### config.mk
export PLATFORM = sky130hd
export DESIGN_NAME = fcw_ctrl
export DESIGN_NICKNAME = d
export VERILOG_FILES = /design/src/hdl/fcw_pkg.sv /design/src/hdl/fcw_ctrl.sv
export SDC_FILE = /design/constraint.sdc
export NUM_CORES = 1
export LEC_CHECK = 0
export ABC_AREA = 0
export BUFFER_PORTS_ARGS = -buffer_cell sky130_fd_sc_hd__buf_2
export CORE_AREA = 4 4 41 43
export DETAILED_ROUTE_END_ITERATION = 7
export DIE_AREA = 0 0 45 47
export GPL_TIMING_DRIVEN = 0
export PLACE_DENSITY = 0.36
export SKIP_LAST_GASP = 1
export SYNTH_ARGS = -nofsm -noshare
export SYNTH_HDL_FRONTEND = slang
export SYNTH_SLANG_ARGS = --single-unit
### constraint.sdc
create_clock -name clk -period 1.12 [get_ports clk]
set_clock_uncertainty 0.05 [all_clocks]
set_input_delay 0.168 -clock clk [delete_from_list [all_inputs] [get_ports clk]]
set_output_delay 0.168 -clock clk [all_outputs]
set_load 0.05 [all_outputs]
### src/hdl/fcw_pkg.sv
// Shared types and constants for the FAT12 cluster chain walker.
// No dependencies; used by every other file of the block.
package fcw_pkg;

	localparam int TABLE_ENTRIES = 4096;
	localparam int MAX_BLOCKS    = 64;

	// Each table row holds one packed group: two 12-bit entries.
	localparam int GROUPS     = (TABLE_ENTRIES + 1) / 2;
	localparam int ROW_W      = (GROUPS > 1) ? $clog2(GROUPS) : 1;
	localparam int ENTRY_W    = 12;
	localparam int SIZE_W     = 20;
	localparam int OFFSET_W   = 21;
	localparam int BLK_W      = 6;
	localparam int BLK_SHIFT  = 9;
	localparam int BLOCKS_W   = SIZE_W + 1 - BLK_SHIFT;
	localparam logic [8:0] BLOCK_ROUND = 9'h1ff;

	localparam logic OP_LOAD = 1'b0;
	localparam logic OP_WALK = 1'b1;

	typedef enum logic [1:0] {
		PH_BYTE0 = 2'd0,
		PH_BYTE1 = 2'd1,
		PH_BYTE2 = 2'd2
	} fcw_phase_t;

	typedef enum logic [1:0] {
		ST_IDLE  = 2'd0,
		ST_EMIT  = 2'd1,
		ST_FETCH = 2'd2
	} fcw_state_t;

	typedef struct packed {
		logic                 opcode;
		logic [7:0]           table_byte;
		logic [ENTRY_W-1:0]   start_cluster;
		logic [SIZE_W-1:0]    file_size;
	} fcw_req_t;

	typedef struct packed {
		logic [ENTRY_W-1:0]   cluster;
		logic [OFFSET_W-1:0]  image_offset;
		logic [BLK_W-1:0]     block_number;
		logic                 last;
		logic                 truncated;
	} fcw_result_t;

	// Commands from the controller to the datapath.
	typedef struct packed {
		logic load_byte;
		logic walk_start;
		logic emit;
		logic advance;
	} fcw_cmd_t;

	// Status from the datapath to the controller.
	typedef struct packed {
		logic walk_empty;
		logic at_last;
	} fcw_status_t;

endpackage

### src/hdl/fcw_ctrl.sv
// Controller state machine of the FAT12 cluster chain walker.
// Depends on fcw_pkg for the state, command and status types.
module fcw_ctrl (
	input  logic                clk,
	input  logic                arst_n,
	input  logic                start,
	input  logic                opcode,
	input  fcw_pkg::fcw_status_t status,
	output fcw_pkg::fcw_cmd_t   cmd,
	output logic                busy,
	output logic                result_valid
);

	fcw_pkg::fcw_state_t state_q, state_next;

	always_ff @(posedge clk or negedge arst_n) begin
		if (!arst_n) begin
			state_q <= fcw_pkg::ST_IDLE;
		end else begin
			state_q <= state_next;
		end
	end

	always_comb begin
		state_next = state_q;
		case (state_q)
			fcw_pkg::ST_IDLE: begin
				if (start && opcode == fcw_pkg::OP_WALK && !status.walk_empty) begin
					state_next = fcw_pkg::ST_EMIT;
				end
			end
			fcw_pkg::ST_EMIT: begin
				if (status.at_last) begin
					state_next = fcw_pkg::ST_IDLE;
				end else begin
					state_next = fcw_pkg::ST_FETCH;
				end
			end
			fcw_pkg::ST_FETCH: begin
				state_next = fcw_pkg::ST_EMIT;
			end
			default: begin
				state_next = fcw_pkg::ST_IDLE;
			end
		endcase
	end

	always_comb begin
		cmd          = '0;
		busy         = 1'b1;
		result_valid = 1'b0;
		case (state_q)
			fcw_pkg::ST_IDLE: begin
				busy           = 1'b0;
				cmd.load_byte  = start && opcode == fcw_pkg::OP_LOAD;
				cmd.walk_start = start && opcode == fcw_pkg::OP_WALK;
			end
			fcw_pkg::ST_EMIT: begin
				cmd.emit     = 1'b1;
				result_valid = 1'b1;
			end
			fcw_pkg::ST_FETCH: begin
				cmd.advance = 1'b1;
			end
			default: begin
				busy = 1'b1;
			end
		endcase
	end

endmodule

==> impl_results.md <==
- Outcome: finished, violations left
- Failing checks: setup timing
- Reg clk slew, reported paths: about 0.03 ns
- Worst vdd ir: between 500 and 600 uV
- Crit. End Element: output pin
- GRT overflow: 0
- Max reg flops: 2
- Largest register by flop count: state_q
- PnR worst setup slack: -0.359 ns
- Worst-Margin Slew: roughly 0.25 ns
- Final net count: 37
- Register area share after synthesis: around two fifths
- Fin. Hold Viols: 0
- R2R setup slack: roughly 0.090 ns
- Type of origin of the critical path: register
- Drt initial violations: 0
- Core Area: approximately 1300 um2
- Die area: 2120 um2
- Die Height: about 47 um
- Final ANT Viol Nets: 0
- Ports: 12
- Vias in the first global route: 194
- Drt total wl: ~440 um
- WP data required: 0.90 ns
- Crit Path Max Fanout: 4
- Reg2reg start: state_q[0]
- Cell at the slowest stage of the critical path: dfrtp_2
- Slowest stage delay, CP: 0.41 ns
- Share of cells above drive strength 1: about 80%
- Worst Hold Launch: status[0]
- Setup Viol. Count Final: 6
- # DRC: 0
- Via count: roughly 160
- Row cnt: 13
- Final Util: between 20% and 30%
- Initial Util: 9.23%
- Port-buffer cells: 11
- Max Fclk: a little under 700 MHz
- Maxcap violations: 0
- Mapped Cells: 12
- Post-Syn Area: 120 um2
- Pre-antenna DRT Iters: 1
- Hold Path Sink: state_q[1]
- Worst slew margin: between 80% and 90%
- Slew Viols, Final: 0
- Worst hold-check path type: in -> reg
- Initial antenna violation count: 0
- Hold path depth: 2
- Vias per cell: 3.61
- RSZ-0062 raised after global routing: yes
- Yosys warnings: 0
- Clock buffer depth: 2
- Pre-CTS setup slack: -0.247 ns
- Setup crit start: state_q[0]
- Worst-skew pair later-pin latency: 0.23 ns
- TritonCTS sink count: 2
- First-pass GRT wire length: between 700 and 800 um
- CP Cell Sequence: or2_4 > nor3b_4 > buf_6
- Largest net degree at the start of global routing: 5
- Yosys reg bits: 2
- GP Congestion: about 0.63
- Syn nets: 18
- Worst path bufs/invs: 1
- GRT Total Usage: 5.45%
- Per-cell routed wire length: around 10 um
- CP delay by family, top: simple AND/OR/NAND/NOR gates
- Clock Tree Root: clkbuf_4
- WP data arrival: between 1 and 1.5 ns
- Largest regs: state_q x2
- Die width: 45 um
- Crit path time final: 1.48 ns
- Diodes inserted: 0
- TritonCTS clock tree: built
- Worst reg2reg path endpoint: state_q[1]
- Num CTS Buffers: 3
- Crit share post-route: 132%
- Leakage Power: 0.148 nW
- H-tree levels: 1
- Pwr per Cell Area: between 1000 and 1500 nW/um2
- R2R depth: 3
- Synth unique cells: 11
- CP Class: reg -> out
- Post-Synthesis Mean Instance Area: about 10 um2
- Syn-to-layout area delta: 164%
==> how the worst max path moves through the flow <==
stage / endpoint / cells after the start / slack (ns)
detailed placement: cmd[3] / 3 / -0.25
floorplan: cmd[3] / 2 / -0.37
CTS: cmd[3] / 3 / -0.37
global placement: cmd[3] / 3 / -0.23
global route: cmd[3] / 3 / -0.40
finish: cmd[3] / 3 / -0.36
==> metal layers <==
| layer | track usage [%] | part of all wire (%) |
|---|---|---|
| met4 | 5.26 | 0 |
| met2 | 8.47 | 52 |
| met5 | 0 | 0 |
| met3 | 2.68 | 12 |
| met1 | 5.24 | 36 |
==> repair_timing <==
action                                 in CTS  in global routing
buffers inserted                            2                  0
setup endpoints to repair                   6                  6
hold buffers                                1                  0
pin swaps                                   2                  0
gates resized for setup                    11                  3
endpoints found under the hold margin       2                  0
==> synth_stat cells <==
library cell | count | share of area (%)
or2_1 | 1 | 5.2
nor4bb_1 | 1 | 8.3
dfrtp_1 | 2 | 42
nand3b_1 | 1 | 6.3
inv_1 | 1 | 3.1
nor3b_2 | 1 | 10
buf_4 | 1 | 6.3
a21oi_1 | 1 | 4.2
nor2b_1 | 1 | 5.2
and2b_1 | 1 | 6.3
nor2_1 | 1 | 3.1
==> stage by stage <==
step / total power, mW / instance area, um2 / TNS [ns] / hold WS [ns] / instances
2_1_floorplan: 0.192 / 154 / -0.829 / -0.178 / 12
3_3_place_gp: 0.220 / 228 / -0.478 / -0.0969 / 38
3_5_place_dp: 0.222 / 228 / -0.530 / -0.0947 / 38
4_1_cts: 0.421 / 308 / -1.60 / 0.0458 / 44
5_1_grt: 0.446 / 317 / -1.75 / 0.0576 / 44
6_report: 0.418 / 317 / -1.49 / 0.0602 / 44
==> cell type report <==
type	count	area, um2
buffer	1	15.0
clock buffer	3	22.5
fill	157	985
inverter	1	3.75
multi-input combinational	8	85.1
sequential	2	52.6
tap	15	18.8
timing repair buffer	14	119
==> cell families (layout without fill, tap and decap cells) <==
family                 Yosys count  count (layout)  share of synthesized area (%)
AND/OR/NAND/NOR                  7               7                           44.8
buffers and inverters            2              19                           9.37
AO/OA/AOI/OAI                    1               1                           4.16
flip-flops                       2               2                           41.7
==> worst register-to-register path: stages, from the launching register on <==
cell and delay, ns:
dfrtp_2 0.41, buf_4 0.14, and2b_4 0.18, nor2b_1 0.13
==> power by group <==
part	internal, mW	switching [mW]	leakage (nW)
Combinational	0.0793	0.0942	0.110
Clock	0.118	0.0421	0.0138
Sequential	0.0785	0.00593	0.0239
Total	0.276	0.142	0.148
==> layout by cell type (no fill, tap or decap) <==
| cell | instances |
|---|---|
| nor2_1 | 1 |
| or2_4 | 1 |
| buf_2 | 6 |
| inv_1 | 1 |
| buf_8 | 3 |
| nor4bb_4 | 1 |
| dfrtp_2 | 2 |
| nand3b_1 | 1 |
| nor3b_4 | 1 |
| a21oi_1 | 1 |
| clkbuf_4 | 3 |
| buf_6 | 3 |
| and2b_4 | 1 |
| nor2b_1 | 1 |
| dlygate4sd3_1 | 1 |
| buf_4 | 2 |
Power figures use the tool's default switching activity.
